[src/sv/dsa_pkg.sv]
// Shared types and constants for the decimal scale aligner.
// No dependencies; imported by dsa_ctrl, dsa_dp and decimal_scale_aligner_core.
package dsa_pkg;

  localparam int WORD_W  = 32;
  localparam int MANT_W  = 3 * WORD_W;
  localparam int SCALE_W = 5;
  // x*10 < 16*2^96, so four guard bits catch any carry out of the mantissa
  localparam int PROD_W  = MANT_W + 4;

  // Controller to datapath commands
  typedef struct packed {
    logic load;  // capture a new item
    logic step;  // one times-ten step on the operand with the smaller scale
  } dsa_cmd_t;

  // Datapath to controller status
  typedef struct packed {
    logic done;  // scales equal or alignment stopped on overflow
  } dsa_stat_t;

endpackage

[src/sv/dsa_ctrl.sv]
// Sequencer for the decimal scale aligner: idle, align loop, result strobe.
// Depends on dsa_pkg for the command and status structs.
module dsa_ctrl (
  input  logic                clk,
  input  logic                rst_n,
  input  logic                start,
  input  dsa_pkg::dsa_stat_t  stat,
  output dsa_pkg::dsa_cmd_t   cmd,
  output logic                busy,
  output logic                out_valid
);
  import dsa_pkg::*;

  typedef enum logic [2:0] {
    ST_IDLE = 3'b001,
    ST_RUN  = 3'b010,
    ST_EMIT = 3'b100
  } state_t;

  state_t state_r, state_nxt;

  // Next state
  always_comb begin
    state_nxt = state_r;
    unique case (state_r)
      ST_IDLE: if (start) state_nxt = ST_RUN;
      ST_RUN:  if (stat.done) state_nxt = ST_EMIT;
      ST_EMIT: state_nxt = ST_IDLE;
      default: state_nxt = ST_IDLE;
    endcase
  end

  always_ff @(posedge clk) begin
    if (!rst_n) begin
      state_r <= ST_IDLE;
    end else begin
      state_r <= state_nxt;
    end
  end

  // Commands and handshake outputs
  assign cmd.load  = (state_r == ST_IDLE) && start;
  assign cmd.step  = (state_r == ST_RUN) && !stat.done;
  assign busy      = (state_r != ST_IDLE);
  assign out_valid = (state_r == ST_EMIT);

endmodule

[src/sv/dsa_dp.sv]
// Datapath for the decimal scale aligner: operand registers and a shared
// times-ten unit with carry-out check. Depends on dsa_pkg.
module dsa_dp (
  input  logic                          clk,
  input  dsa_pkg::dsa_cmd_t             cmd,
  input  logic [dsa_pkg::MANT_W-1:0]    in_a,
  input  logic [dsa_pkg::SCALE_W-1:0]   in_a_scale,
  input  logic [dsa_pkg::MANT_W-1:0]    in_b,
  input  logic [dsa_pkg::SCALE_W-1:0]   in_b_scale,
  output dsa_pkg::dsa_stat_t            stat,
  output logic [dsa_pkg::MANT_W-1:0]    a_mant,
  output logic [dsa_pkg::SCALE_W-1:0]   a_scale,
  output logic [dsa_pkg::MANT_W-1:0]    b_mant,
  output logic [dsa_pkg::SCALE_W-1:0]   b_scale,
  output logic                          ovf
);
  import dsa_pkg::*;

  logic [MANT_W-1:0]  a_r, b_r;
  logic [SCALE_W-1:0] sa_r, sb_r;
  logic               ovf_r;

  logic               pick_a;
  logic [MANT_W-1:0]  opnd;
  logic [PROD_W-1:0]  prod;
  logic               carry;

  // Shared times-ten: x*8 + x*2
  assign pick_a = (sa_r < sb_r);
  assign opnd   = pick_a ? a_r : b_r;
  assign prod   = {1'b0, opnd, 3'b000} + {3'b000, opnd, 1'b0};
  assign carry  = |prod[PROD_W-1:MANT_W];

  // Operand registers; a step that would carry out leaves them untouched
  always_ff @(posedge clk) begin
    if (cmd.load) begin
      a_r   <= in_a;
      b_r   <= in_b;
      sa_r  <= in_a_scale;
      sb_r  <= in_b_scale;
      ovf_r <= 1'b0;
    end else if (cmd.step) begin
      if (carry) begin
        ovf_r <= 1'b1;
      end else if (pick_a) begin
        a_r  <= prod[MANT_W-1:0];
        sa_r <= sa_r + SCALE_W'(1);
      end else begin
        b_r  <= prod[MANT_W-1:0];
        sb_r <= sb_r + SCALE_W'(1);
      end
    end
  end

  assign stat.done = (sa_r == sb_r) || ovf_r;
  assign a_mant    = a_r;
  assign a_scale   = sa_r;
  assign b_mant    = b_r;
  assign b_scale   = sb_r;
  assign ovf       = ovf_r;

endmodule

[src/sv/decimal_scale_aligner_core.sv]
// Decimal scale aligner top level: command-style ports around dsa_ctrl and dsa_dp.
// Depends on dsa_pkg, dsa_ctrl and dsa_dp.
//
// Usage: raise start with both operands while busy is low; the item is taken at
// that edge and busy stays high until the result has been shown. The result
// appears for exactly one cycle with out_valid high and cannot be held off, so
// the receiver must capture it then. One times-ten step is done per cycle by a
// single shared 96-bit multiply-by-ten adder, so an item occupies the block until
// its scales match, or until alignment stops early on overflow; start is taken
// again in the cycle after the strobe.
module decimal_scale_aligner_core (
  input  logic                           clk,
  input  logic                           rst_n,
  input  logic                           start,
  output logic                           busy,
  input  logic [dsa_pkg::WORD_W-1:0]     in_a_word_low,
  input  logic [dsa_pkg::WORD_W-1:0]     in_a_word_mid,
  input  logic [dsa_pkg::WORD_W-1:0]     in_a_word_high,
  input  logic [dsa_pkg::SCALE_W-1:0]    in_a_scale,
  input  logic [dsa_pkg::WORD_W-1:0]     in_b_word_low,
  input  logic [dsa_pkg::WORD_W-1:0]     in_b_word_mid,
  input  logic [dsa_pkg::WORD_W-1:0]     in_b_word_high,
  input  logic [dsa_pkg::SCALE_W-1:0]    in_b_scale,
  output logic                           out_valid,
  output logic [dsa_pkg::WORD_W-1:0]     out_a_low,
  output logic [dsa_pkg::WORD_W-1:0]     out_a_mid,
  output logic [dsa_pkg::WORD_W-1:0]     out_a_high,
  output logic [dsa_pkg::SCALE_W-1:0]    out_a_scale,
  output logic [dsa_pkg::WORD_W-1:0]     out_b_low,
  output logic [dsa_pkg::WORD_W-1:0]     out_b_mid,
  output logic [dsa_pkg::WORD_W-1:0]     out_b_high,
  output logic [dsa_pkg::SCALE_W-1:0]    out_b_scale,
  output logic                           out_overflow
);
  import dsa_pkg::*;

  dsa_cmd_t           cmd;
  dsa_stat_t          stat;
  logic [MANT_W-1:0]  a_mant, b_mant;

  dsa_ctrl u_ctrl (
    .clk       (clk),
    .rst_n     (rst_n),
    .start     (start),
    .stat      (stat),
    .cmd       (cmd),
    .busy      (busy),
    .out_valid (out_valid)
  );

  dsa_dp u_dp (
    .clk        (clk),
    .cmd        (cmd),
    .in_a       ({in_a_word_high, in_a_word_mid, in_a_word_low}),
    .in_a_scale (in_a_scale),
    .in_b       ({in_b_word_high, in_b_word_mid, in_b_word_low}),
    .in_b_scale (in_b_scale),
    .stat       (stat),
    .a_mant     (a_mant),
    .a_scale    (out_a_scale),
    .b_mant     (b_mant),
    .b_scale    (out_b_scale),
    .ovf        (out_overflow)
  );

  // Split mantissas back into words
  assign out_a_low  = a_mant[WORD_W-1:0];
  assign out_a_mid  = a_mant[2*WORD_W-1:WORD_W];
  assign out_a_high = a_mant[MANT_W-1:2*WORD_W];
  assign out_b_low  = b_mant[WORD_W-1:0];
  assign out_b_mid  = b_mant[2*WORD_W-1:WORD_W];
  assign out_b_high = b_mant[MANT_W-1:2*WORD_W];

  // Overflow is flagged exactly when the scales were left unequal
  a_ovf_iff_unequal: assert property (@(posedge clk) disable iff (!rst_n)
    out_valid |-> (out_overflow == (out_a_scale != out_b_scale)))
    else $error("overflow flag disagrees with final scales");

  // One strobe per item
  a_single_strobe: assert property (@(posedge clk) disable iff (!rst_n)
    out_valid |=> !out_valid)
    else $error("result strobe longer than one cycle");

  // An accepted item makes the block busy
  a_busy_after_accept: assert property (@(posedge clk) disable iff (!rst_n)
    (start && !busy) |=> busy)
    else $error("busy not raised after accept");

  // Scales only ever rise while aligning
  a_scale_monotonic: assert property (@(posedge clk) disable iff (!rst_n)
    (busy && !out_valid && $past(busy)) |->
      (out_a_scale >= $past(out_a_scale) && out_b_scale >= $past(out_b_scale)))
    else $error("scale decreased during alignment");

endmodule

[config.mk]
export PLATFORM = sky130hd
export DESIGN_NAME = decimal_scale_aligner_core
export DESIGN_NICKNAME = d
export VERILOG_FILES = /design/src/sv/dsa_pkg.sv /design/src/sv/dsa_ctrl.sv /design/src/sv/dsa_dp.sv /design/src/sv/decimal_scale_aligner_core.sv
export SDC_FILE = /design/constraint.sdc
export NUM_CORES = 1
export LEC_CHECK = 0
export ABC_CLOCK_PERIOD_IN_PS = 11400
export BUFFER_PORTS_ARGS = -buffer_cell sky130_fd_sc_hd__buf_2
export CORE_UTILIZATION = 40
export DETAILED_ROUTE_END_ITERATION = 12
export MAX_ROUTING_LAYER = met4
export PLACE_DENSITY = 0.65
export RECOVER_POWER = 25
export SLEW_MARGIN = 0
export SYNTH_ARGS = -nofsm -noshare
export SYNTH_HDL_FRONTEND = slang
export SYNTH_HIERARCHICAL = 1
export SYNTH_SLANG_ARGS = --single-unit
[constraint.sdc]
create_clock -name clk -period 11.4 [get_ports clk]
set_input_delay 0.57 -clock clk [delete_from_list [all_inputs] [get_ports clk]]
set_output_delay 0.57 -clock clk [all_outputs]
set_load 0.02 [all_outputs]
---- Word-level counts from Yosys, hierarchy flattened ----
Index checks and enable logic that the tools add are counted.
storage, ports and cells
  bits in registers ....................... 206
  bits of input ports ..................... 205
  output and inout port bits .............. 205
  word-level logic and storage cells ...... 50
cells by class
  add/subtract/negate cells ............... 3
  magnitude comparators ................... 1
  equality and inequality tests ........... 9
  muxes and demuxes ....................... 20
  reductions and logical operators ........ 11
operators by type and width
  kind                                                                     number
  96-bit 2-to-1 mux                                                        9
  99-bit by 97-bit adder with 100-bit output                               1
  5-bit 2-to-1 mux                                                         8
  5-bit by 1-bit adder with 5-bit output, second input constant            2
  3-bit 2-to-1 mux                                                         2
  2-bit inequality test, second input constant                             3
  3-bit case mux with 2 select lines                                       1
  3-bit AND reduction                                                      2
  5-bit == test                                                            1
  5-bit less-than comparator                                               1
  2-bit AND reduction                                                      2
  2-bit nonzero test                                                       2
  4-bit OR reduction                                                       1
  3-bit by 1-bit == test with 1-bit output, second input constant          1
  3-bit by 2-bit == test with 1-bit output, second input constant          1
  3-bit == test, second input constant                                     1
  3-bit by 1-bit inequality test with 1-bit output, second input constant  1
  1-bit logical AND                                                        2
  2-bit by 1-bit inequality test with 1-bit output, second input constant  1
  1-bit logical NOT                                                        1
  1-bit logical OR                                                         1

---- Longest topological paths before layout ----
Gate-level depths: netlist of the first run.
  depth in word-level cells ............... 7
  depth in mapped cells ................... 23

---- By module ----
The synthesis of the first run kept the hierarchy.
by module, submodules not included
  module    times used  cells each  area each (µm²)  sequential area each (µm²)
  dsa_dp    1           2057        16397.0          6085.8
  dsa_ctrl  1           15          145.1            60.1

---- Worst setup path before layout of the first run ----
No wires, ideal clock.
  kind .................................... reg-to-reg
  start point ............................. register u_dp.sa_r[4], in the netlist u_dp/a_scale[4]
  end point ............................... register u_dp.a_r[0], in the netlist u_dp/a_mant[0], enable pin
  setup time .............................. 0.709 ns
  arrival time ............................ 11.880 ns
  slack ................................... -1.190 ns
  stages on the path, launching flop included .. 21
  buffers on the path ..................... 2
  cells stage by stage .................... edfxtp_1 ha_1 nand4_1 o21a_2 nand2_1 clkbuf_1 clkbuf_1 nand2_1 nand2_1 ha_1 a211oi_1 o211a_1 a211oi_1 o311a_1 o211a_1 a311oi_2 a21bo_2 o21a_2 o21a_1 o31ai_2 o31ai_1
between the ends
  cells in the longest elaborated chain, start to end .. 6
  elaborated cells on any way between the ends .. 12
  those cells by class .................... 1 x add/sub; 1 x order compare; 2 x eq/ne; 1 x mux; 7 x reduce/logical
ends and longest elaborated chain
  what                                                                             RTL line                      text
  from (decl)                                                                      dsa_dp.sv:20                  logic [SCALE_W-1:0] sa_r, sb_r;
  from (signal assigned)                                                           dsa_dp.sv:39                  sa_r <= in_a_scale;
  from (signal assigned)                                                           dsa_dp.sv:47                  sa_r <= sa_r + SCALE_W'(1);
  5-bit less-than comparator or 5-bit == test (tied branches)                      dsa_dp.sv:29, dsa_dp.sv:55
  96-bit 2-to-1 mux or 1-bit logical OR (tied branches)                            dsa_dp.sv:30, dsa_dp.sv:55
  99-bit by 97-bit adder with 100-bit output or 1-bit logical NOT (tied branches)  dsa_dp.sv:31, dsa_ctrl.sv:43
  4-bit OR reduction or 1-bit logical AND (tied branches)                          dsa_dp.sv:32, dsa_ctrl.sv:43
  2-bit inequality test (no line) or 2-bit nonzero test (tied branches)            --
  3-bit AND reduction (no line) *                                                  --
  to (signal assigned)                                                             dsa_dp.sv:37                  a_r <= in_a;
  to (signal assigned)                                                             dsa_dp.sv:46                  a_r <= prod[MANT_W-1:0];
  to (decl)                                                                        dsa_dp.sv:19                  logic [MANT_W-1:0] a_r, b_r;
Every way passes the cells marked *; elsewhere a longest branch is shown, timed or not.
A chain may end at the register's enable or synchronous reset.

---- Final worst setup path of the first run ----
  start point ............................. register u_dp.sa_r[2], in the netlist u_dp/a_scale[2]
  end point ............................... register u_dp.a_r[27], in the netlist u_dp/a_mant[27], enable pin
The elaborated chain is that of the path after synthesis.

==> impl_results.md, run 1 <==
* Outcome: complete, no violations
* GPL Wtd Cong at 0.958
* Initial Utilization at 40.5%
* FP Rows at 74
* Fin crit period at 6.76 ns
* CTS tree: yes
* Area contributors post-synth: edfxtp_1 (37%), nand2_1 (15%), ha_1 (7.5%)
* Yosys cell types at 89
* Worst reg2reg path depth at 20
* Die height at 205 um
* CTS Root Cell: clkbuf_16
* Crit start category: flop
* Worst Path Required at 11.55 ns
* CP most frequent cell: nand2_1
* Leading area contributor after synthesis: edfxtp_1
* Sequential cell area at 6150 sq um
* Initial antenna violation count at 0
* Wire per inst at 19.9 um
* Final nets at 2709
* Die width at 205 um
* Max Fclk at 0.148 GHz
* Post-CTS Setup Bufs at 0
* DRC at 0
* HPWL Detailed at 45500 um
* Layout cell share with drive strength beyond 1 at 15.6%
* Worst Skew at 0.0315 ns
* Buffers on Ports at 409
* DRT iter0 DRCs at 1463
* Post-DRT Antenna Nets at 0
* Relative slew slack at 27.9%
* Top Layer Used: met4
* Worst Tran Pin Value at 1.08 ns
* Critical Path Slowest Stage Cell: buf_4
* Met2 wire length at 27700 um
* Core outline area at 40800 sq um
* Fillers at 4221
* Number of global-route vias before repair at 15900
* Via count at 16500
* Post-CTS Resized at 0
* CP cell instances: ha_1 -> a21oi_1 -> or2_1 -> nand2_4 -> nand2_1 -> nand2_1 -> ha_1 -> fa_1 -> a211oi_1 -> o21a_1 -> a21oi_2 -> o2111ai_1 -> a31oi_1 -> o41ai_1 -> nand2_1 -> nor2_1 -> o21a_1 -> nor2_1 -> o31ai_4 -> buf_4
* Post-route design area at 19500 sq um
* Die area at 42200 sq um
* Place WS at 4.67 ns
* First drt pass iteration count at 5
* Ys flop type: edfxtp_1
* Depth of the worst hold-timing path at 3
* EDFF count, synth at 202
* Crit path largest cell delay at 0.76 ns
* IO Count at 410
* CTS Buf Count at 25
* Critical Path Fanout Max at 64
* Area growth syn-to-layout at 17.9%
* Area share of the largest cell type after synthesis at 36.7%
* Grt total ovfl at 0
* Ys async rst share at 0%
* Reg clk slew, reported paths at 0.06 ns
* Via density at 5.58
* Post-Route WL at 58700 um
* Critical Path Stages at 20
* Syn nets at 2377
* CTS Sinks at 206
* Flops & latches, synth at 206
* Final setup violation count at 0
* Diode count at 0
* Footprint of the multi-input gates at 9760 sq um
* RSZ-0062 raised after global routing: no
* Total GRT Usage at 27.7%
* Final hold violation count at 0
* Worst setup path category: flop to flop
* Tcrit/Tclk final at 59.3%
* Post-synthesis sequential area ratio at 37.2%
* Buf+Inv Stages, Crit Path at 1
* Syn. warnings at 6
* H-tree depth at 1
* Hold Buf Count CTS at 0
* First-pass GRT wire length at 87800 um
* Largest net degree at the start of global routing at 238
* Met3 WL at 3930 um
* Setup TNS at 0 ns
* Synth Cell Area at 16500 sq um
* Clock buffer depth at 3
* Min setup slack post-route at 4.64 ns
* Slew Limit Fails at 0
* Top delay family on crit path: compound AO/OA/AOI/OAI gates
* Synth Area per Inst at 7.98 sq um
* Max-cap violations at 0
* Gate Count Post-Synth at 2072
* Placement Cell Area at 19000 sq um
* Met1 Wirelength at 25100 um
* Worst hold path class: primary input to flop
* WP data arrival at 6.92 ns
* CP Capture Type: flop
* Skew-Pair Late Insertion Delay at 0.56 ns
* Finished Core Util at 47.8%
## cells in the mapped netlist, types with 7 or more instances
cell	instances
a211oi_1	10
xnor2_1	50
xor2_1	30
nor2_1	123
o21a_1	22
a31oi_1	19
or3_1	9
and3_1	11
o211ai_1	10
edfxtp_1	202
nor2b_1	20
nor3_1	28
nor4_1	7
a21o_1	56
clkbuf_1	101
mux2i_1	11
a21oi_1	168
nand3_1	27
mux2_2	24
nand4_1	47
nand2b_1	7
inv_1	66
ha_1	99
o21bai_1	21
nor3b_1	9
nand2_1	656
o31ai_1	9
o21ai_0	101
## layer usage
metal / track usage, % / vias to the layer above
li1: - / 7969
met1: 34.8 / 7760
met2: 45.5 / 653
met3: 3.63 / 102
met4: 9.84 / 0
met5: - / -
## sequential cells by signal, indices dropped and copies added (netlist names)
signal / count
u_ctrl/state_r: 3
u_dp/b_scale: 5
u_dp/a_mant: 96
u_dp/ovf: 1
u_dp/b_mant: 96
u_dp/a_scale: 5
## stage by stage
| step | cells | hold WS, ns |
|---|---|---|
| after CTS | 2954 | 0.259 |
| after detailed placement | 2909 | 0.534 |
| after floorplan | 2072 | 0.477 |
| final | 2954 | 0.283 |
| after global routing | 2954 | 0.271 |
| after global placement | 2909 | 0.513 |
## layout by cell type (no fill, tap or decap), drive strengths merged, types with 14 or more instances in the layout
cell type and n:
a21o 57, a21oi 173, a31oi 19, buf 267
clkbuf 178, clkinv 14, edfxtp 202, ha 99
inv 69, mux2 27, nand2 656, nand3 27
nand4 47, nor2 126, nor2b 20, nor3 28
o21a 24, o21ai 107, o21bai 21, xnor2 50
xor2 30
## layout make-up
cell class | count | area share (%)
clock inverter | 18 | 0.577
sequential | 206 | 31.5
multi-input combinational | 1685 | 50.0
clock buffer | 27 | 3.25
tap | 532 | 3.41
timing repair buffer | 418 | 9.93
inverter | 68 | 1.31
## cell families after synthesis
logic type      Yosys count  share of synthesized area (%)
flops                   206                           37.2
fa+ha+maj               100                           7.61
simple gates            975                           25.1
buf+inv                 181                           4.15
compound gates          492                           19.2
xor+xnor                 80                           4.24
mux                      38                           2.55
## worst register-to-register path, stage by stage (launching register included)
cell and delay (ns):
edfxtp_1 0.47, ha_1 0.35, a21oi_1 0.16, or2_1 0.31
nand2_4 0.32, nand2_1 0.17, nand2_1 0.10, ha_1 0.25
fa_1 0.43, a211oi_1 0.26, o21a_1 0.35, a21oi_2 0.14
o2111ai_1 0.39, a31oi_1 0.27, o41ai_1 0.50, nand2_1 0.28
nor2_1 0.23, o21a_1 0.15, nor2_1 0.10, o31ai_4 0.28
buf_4 0.76
## worst paths after layout
| path | start | endpoint | slack [ns] |
|---|---|---|---|
| min | in_b_word_low[18] | u_dp/b_mant[18] | 0.28 |
| max | u_dp/a_scale[2] | u_dp/a_mant[27] | 4.64 |
| min reg2reg | u_ctrl/state_r[2] | u_ctrl/state_r[0] | 0.55 |
| max reg2reg | u_dp/a_scale[2] | u_dp/a_mant[27] | 4.64 |
Power of run 1 is left out: the tool's default activity adds up to more than one toggle a clock period on the data nets, which glitch-free logic cannot reach.
==> run 2: changes to the inputs <==
Settings changed: ABC_CLOCK_PERIOD_IN_PS 11400 to 6300, PLACE_DENSITY 0.65 to unset.
Clock period 11.4 ns to 6.3 ns, I/O delays scaled along.
==> run 2 against run 1 <==
  * Hold slack got worse by 0.23 ns
  * Global-route usage down 0.28 points
  * Non-clock buffer count increased by 5
  * Design area is 1.8% higher
==> impl_results.md, run 2 (synthesis gave the netlist of run 1 again) <==
* Die area at 42200 sq um
* Buffers on Ports at 409
* Worst Path Required at 6.48 ns
* Total GRT Usage at 27.4%
* First drt pass iteration count at 6
* First-pass GRT wire length at 88100 um
* RR Startpoint: u_dp/a_scale[2]
* Post-CTS Setup Bufs at 0
* Initial antenna violation count at 1
* Outcome: complete, no violations
* CTS tree: yes
* Slew Limit Fails at 0
* DRT iter0 DRCs at 1298
* Via density at 5.56
* CP cell instances: ha_1 -> nand4_1 -> o21ai_2 -> nor2_4 -> nand2_1 -> nand2_1 -> ha_1 -> fa_2 -> a211oi_1 -> o21a_2 -> a21oi_4 -> o2111ai_2 -> a31oi_2 -> o41ai_1 -> nand2_1 -> nor2_1 -> o21a_1 -> nor2_2 -> o31ai_4 -> buf_12
* Initial Utilization at 40.5%
* Worst Skew at 0.0131 ns
* Diode count at 0
* CTS Buf Count at 24
* Post-DRT Antenna Nets at 0
* Final nets at 2714
* Sequential cell area at 6150 sq um
* RSZ-0062 raised after global routing: no
* Fillers at 4157
* Post-Route WL at 58000 um
* Footprint of the multi-input gates at 10000 sq um
* Crit start category: flop
* Worst Tran Pin Value at 0.811 ns
* Critical Path Slowest Stage Cell: o21ai_2
* CTS Sinks at 206
* Non-Filler Instances at 2959
* DRC at 0
* Commonest non-fill, non-tap cell in the layout: nand2_1
* Final setup violation count at 0
* GPL Wtd Cong at 0.978
* Commonest non-fill, non-tap cells in the layout: nand2_1 (646), buf_2 (257), edfxtp_1 (202), a21oi_1 (162), clkbuf_1 (154)
* Wire per inst at 19.6 um
* Max Fclk at 0.166 GHz
* CTS Root Cell: clkbuf_16
* Relative slew slack at 45.9%
* FP Rows at 74
* Inst Count DP at 2914
* Tcrit/Tclk final at 95.8%
* CP most frequent cell: nand2_1
* Grt total ovfl at 0
* Hold path endpoint: u_dp/a_mant[91]
* Depth of the worst hold-timing path at 3
* Post-CTS Resized at 0
* Core outline area at 40800 sq um
* H-tree depth at 1
* R2r setup slk at 0.27 ns
* Number of global-route vias before repair at 16100
* IO Count at 410
* Die width at 205 um
* Fin crit period at 6.03 ns
* HPWL Detailed at 45900 um
* Crit path largest cell delay at 0.52 ns
* Max-cap violations at 0
* Worst reg2reg path depth at 20
* Worst setup path category: flop to flop
* Hold Buf Count CTS at 0
* Reg-to-Reg End: u_dp/a_mant[20]
* Via count at 16400
* Worst hold path class: primary input to flop
* Area growth syn-to-layout at 20.0%
* CP Capture Type: flop
* Final hold violation count at 0
* Worst Min Path Start: in_a_word_high[27]
* Largest net degree at the start of global routing at 88
* Reg clk slew, reported paths at 0.06 ns
* Layout cell share with drive strength beyond 1 at 17.4%
* Skew-Pair Late Insertion Delay at 0.53 ns
* Clock buffer depth at 3
* Critical Path Fanout Max at 69
* Die height at 205 um
* WP data arrival at 6.21 ns
## run 2: changes by cell type in the layout (fill, tap and decap cells not counted), sizes merged
| cell | delta |
|---|---|
| clkbuf | +1 |
| nor2 | +1 |
| clkinv | +2 |
| clkinvlp | -3 |
| bufinv | +1 |
| inv | -1 |
| buf | +4 |
## run 2: routing by layer
layer / GRT usage [%] / up-vias / routed length [um]
met3: 2.12 / 89 / 2950
met1: 36.0 / 7799 / 25900
met4: 7.96 / 0 / 1440
met5: - / - / 0
li1: - / 7984 / -
met2: 45.1 / 567 / 27700
## run 2: layout make-up
cell class,count,area share (%)
repair buffers,423,10.0
flip-flops and latches,206,31.0
inverters,68,1.29
multi-input cells,1686,50.6
well taps,532,3.35
clock inverters,17,0.567
clock buffers,27,3.19
## run 2: through the flow
step	TNS, ns	instance area, sq um	setup slack [ns]	hold slack [ns]	utilization, %
after floorplan	-136.57	16900	-0.676	0.477	-
after global placement	0	19300	0.533	0.520	47.2
after detailed placement	0	19300	0.376	0.532	47.2
after CTS	0	20000	0.347	0.0302	49.0
after global routing	0	19900	0.0252	0.0461	48.6
final	0	19900	0.267	0.0493	48.6
## run 2: worst max path at each step
stage                     from         endpoint  slack (ns)
2_1_floorplan  u_dp/b_scale[2]   u_dp/a_mant[0]       -0.68
3_3_place_gp   u_dp/b_scale[2]  u_dp/b_mant[19]        0.53
3_5_place_dp   u_dp/a_scale[2]  u_dp/b_mant[21]        0.38
4_1_cts        u_dp/b_scale[2]  u_dp/b_mant[19]        0.35
5_1_grt        u_dp/b_scale[2]  u_dp/b_mant[48]        0.03
6_report       u_dp/a_scale[2]  u_dp/a_mant[20]        0.27
## run 2: worst max-delay path: cells and delay by family (launching register included)
kind                       cells  cell delay, ns
and+or+nand+nor                7            1.11
adders and majority gates      3            1.02
DFF                            1            0.47
buffers and inverters          1            0.43
AOI/OAI and AO/OA              9            2.60
Power of run 2 is left out for the same reason.
==> run 3: changes to the inputs <==
Settings changed: SYNTH_HIERARCHICAL 1 to unset.
==> run 3 against run 2 <==
  * Global-route usage decreased by 0.41 points
  * Core utilization about the same
  * Area after synthesis decreased by 2.3%
  * Via count decreased by 2.0%
  * Setup slack improved by 0.0052 ns
  * Fmax about the same
  * Critical endpoint is now u_dp.b_mant[48]
  * Hold slack got worse by 0.0033 ns
==> impl_results.md, run 3 <==
* Non-Filler Instances at 2939
* Depth of the worst hold-timing path at 3
* WP data arrival at 6.23 ns
* R2r setup slk at 0.27 ns
* Syn nets at 2343
* Total GRT Usage at 27.0%
* Initial Utilization at 40.6%
* Worst reg2reg path depth at 22
* Slew Limit Fails at 0
* Worst setup path category: flop to flop
* CTS Root Cell: clkbuf_16
* Post-synthesis sequential area ratio at 38.0%
* Worst Skew at 0.0233 ns
* Skew-Pair Late Insertion Delay at 0.54 ns
* H-tree depth at 1
* Max-cap violations at 0
* Worst Tran Pin Value at 0.934 ns
* Largest net degree at the start of global routing at 91
* Die area at 41200 sq um
* GPL Wtd Cong at 0.951
* Ys async rst share at 0%
* Critical Path Fanout Max at 39
* Synth Cell Area at 16200 sq um
* Commonest non-fill, non-tap cells in the layout: nand2_1 (754), buf_2 (257), edfxtp_1 (202), clkbuf_1 (155), a21oi_1 (147)
* Buffers on Ports at 409
* Synth Area per Inst at 7.93 sq um
* Worst Min Path Start: in_b_word_low[19]
* IO Count at 410
* Core outline area at 39800 sq um
* DRT iter0 DRCs at 1090
* Tcrit/Tclk final at 95.7%
* Yosys cell types at 80
* Fillers at 4104
* Clock buffer depth at 3
* FP Rows at 73
* RSZ-0062 raised after global routing: no
* Wire per inst at 19.0 um
* Max Fclk at 0.166 GHz
* Die height at 203 um
* Reg-to-Reg End: u_dp.b_mant[48]
* Final nets at 2701
* Initial antenna violation count at 2
* Hold Buf Count CTS at 0
* WHS at 0.0460 ns
* Grt total ovfl at 0
* DRC at 0
* EDFF count, synth at 202
* First drt pass iteration count at 5
* CTS tree: yes
* RR Startpoint: u_dp.b_scale[2]
* Area growth syn-to-layout at 19.9%
* Worst hold path class: primary input to flop
* Leading area contributor after synthesis: edfxtp_1
* Inst Count DP at 2892
* HPWL Detailed at 44500 um
* Via density at 5.48
* First-pass GRT wire length at 85700 um
* CP Capture Type: flop
* Commonest non-fill, non-tap cell in the layout: nand2_1
* Crit start category: flop
* Final setup violation count at 0
* Crit path largest cell delay at 0.48 ns
* Fin crit period at 6.03 ns
* Via count at 16100
* Area share of the largest cell type after synthesis at 37.5%
* Outcome: complete, no violations
* Number of global-route vias before repair at 15700
* Worst setup path start: u_dp.b_scale[2]
* Top-count cell post-synth: nand2_1
* Final hold violation count at 0
* Hold path endpoint: u_dp.b_mant[19]
* Gate Count Post-Synth at 2038
* Ys flop type: edfxtp_1
* Flops & latches, synth at 206
* Relative slew slack at 37.6%
* Reg clk slew, reported paths at 0.06 ns
* CTS Sinks at 206
* Layout cell share with drive strength beyond 1 at 15.7%
* Post-Route WL at 55900 um
* Die width at 203 um
* Worst Path Required at 6.50 ns
* CP cell instances: inv_1 -> ha_1 -> and3_4 -> o21a_4 -> nor2_4 -> buf_4 -> nand2_1 -> nand2_1 -> ha_1 -> and3_2 -> a221o_2 -> a31oi_4 -> o31ai_4 -> a41oi_4 -> o31a_4 -> o41ai_4 -> a2bb2oi_2 -> xnor2_1 -> nand4b_1 -> o31ai_4 -> buf_12 -> buf_12
* Post-DRT Antenna Nets at 0
* Synth cell count leaders: nand2_1 (755), edfxtp_1 (202), a21oi_1 (148)
* Critical Path Slowest Stage Cell: o41ai_4
* Area contributors post-synth: edfxtp_1 (38%), nand2_1 (18%), ha_1 (7.7%)
* Syn. warnings at 0
* CTS Buf Count at 23
==> run 3: changes by cell type after synthesis, moves of 10 or more <==
cell,delta
a21oi_1,-20
clkbuf_1,-13
inv_1,-21
nand2_1,+99
nor2_1,-39
nor2b_1,-17
nor3_1,-10
o21ai_0,+21
xnor2_1,+12
==> run 3: what timing repair did <==
item	in CTS	in global routing
pin swaps	1	1
resized for setup	0	3
buffers inserted	0	3
gates cloned	1	0
setup endpoints to repair	65	186
==> run 3: worst max path at each step <==
stage / end / depth (start not counted)
finish: u_dp.b_mant[48] / 22
global route: u_dp.b_mant[48] / 20
CTS: u_dp.b_mant[49] / 23
detailed placement: u_dp.b_mant[49] / 23
global placement: u_dp.b_mant[45] / 22
floorplan: u_dp.a_mant[0] / 23
==> run 3: worst max-delay path, delay by kind of cell (launching register included) <==
| family | cells | cell delay, ns |
|---|---|---|
| flops | 1 | 0.44 |
| compound gates | 9 | 2.48 |
| fa+ha+maj | 2 | 0.51 |
| simple gates | 6 | 1.20 |
| xor+xnor | 1 | 0.13 |
| buf+inv | 4 | 0.85 |
==> run 3: metal layers <==
metal	track usage [%]	vias to the layer above	part of all wire [%]
li1	-	7860	-
met1	34.6	7565	44
met2	45.3	609	48
met3	2.62	74	6.0
met4	7.44	0	2.4
met5	-	-	0
==> run 3: through the flow <==
stage                     TNS (ns)  utilization, %  area (sq um)  setup slack [ns]
after floorplan            -247.63               -         16300             -1.23
after global placement           0            47.3         18800             0.235
after detailed placement         0            47.3         18800            0.0127
after CTS                        0            49.0         19500             0.112
after global routing             0            48.6         19400            0.0179
final                            0            48.6         19400             0.272
==> run 3: cells by family (layout without fill, tap and decap cells) <==
logic type	count (synthesis)	in the layout	share of synthesized area, %
DFF	206	206	38.0
xor gates and xnor gates	96	96	5.20
muxes	19	19	1.29
AOI/OAI and AO/OA	467	467	18.4
adders and majority gates	104	104	8.04
other	0	2	0
buffers and inverters	147	520	3.49
and+or+nand+nor	999	1000	25.6
==> run 3: cell type report <==
cell class              count  area [sq um]  area share, %
multi-input cells        1686          9590           49.5
flip-flops and latches    206          6150           31.7
repair buffers            434          2140           11.1
well taps                 525           657           3.39
clock buffers              26           587           3.03
inverters                  45           169          0.872
clock inverters            15          76.3          0.394
diodes                      2          5.00         0.0258
Power of run 3 is left out for the same reason.
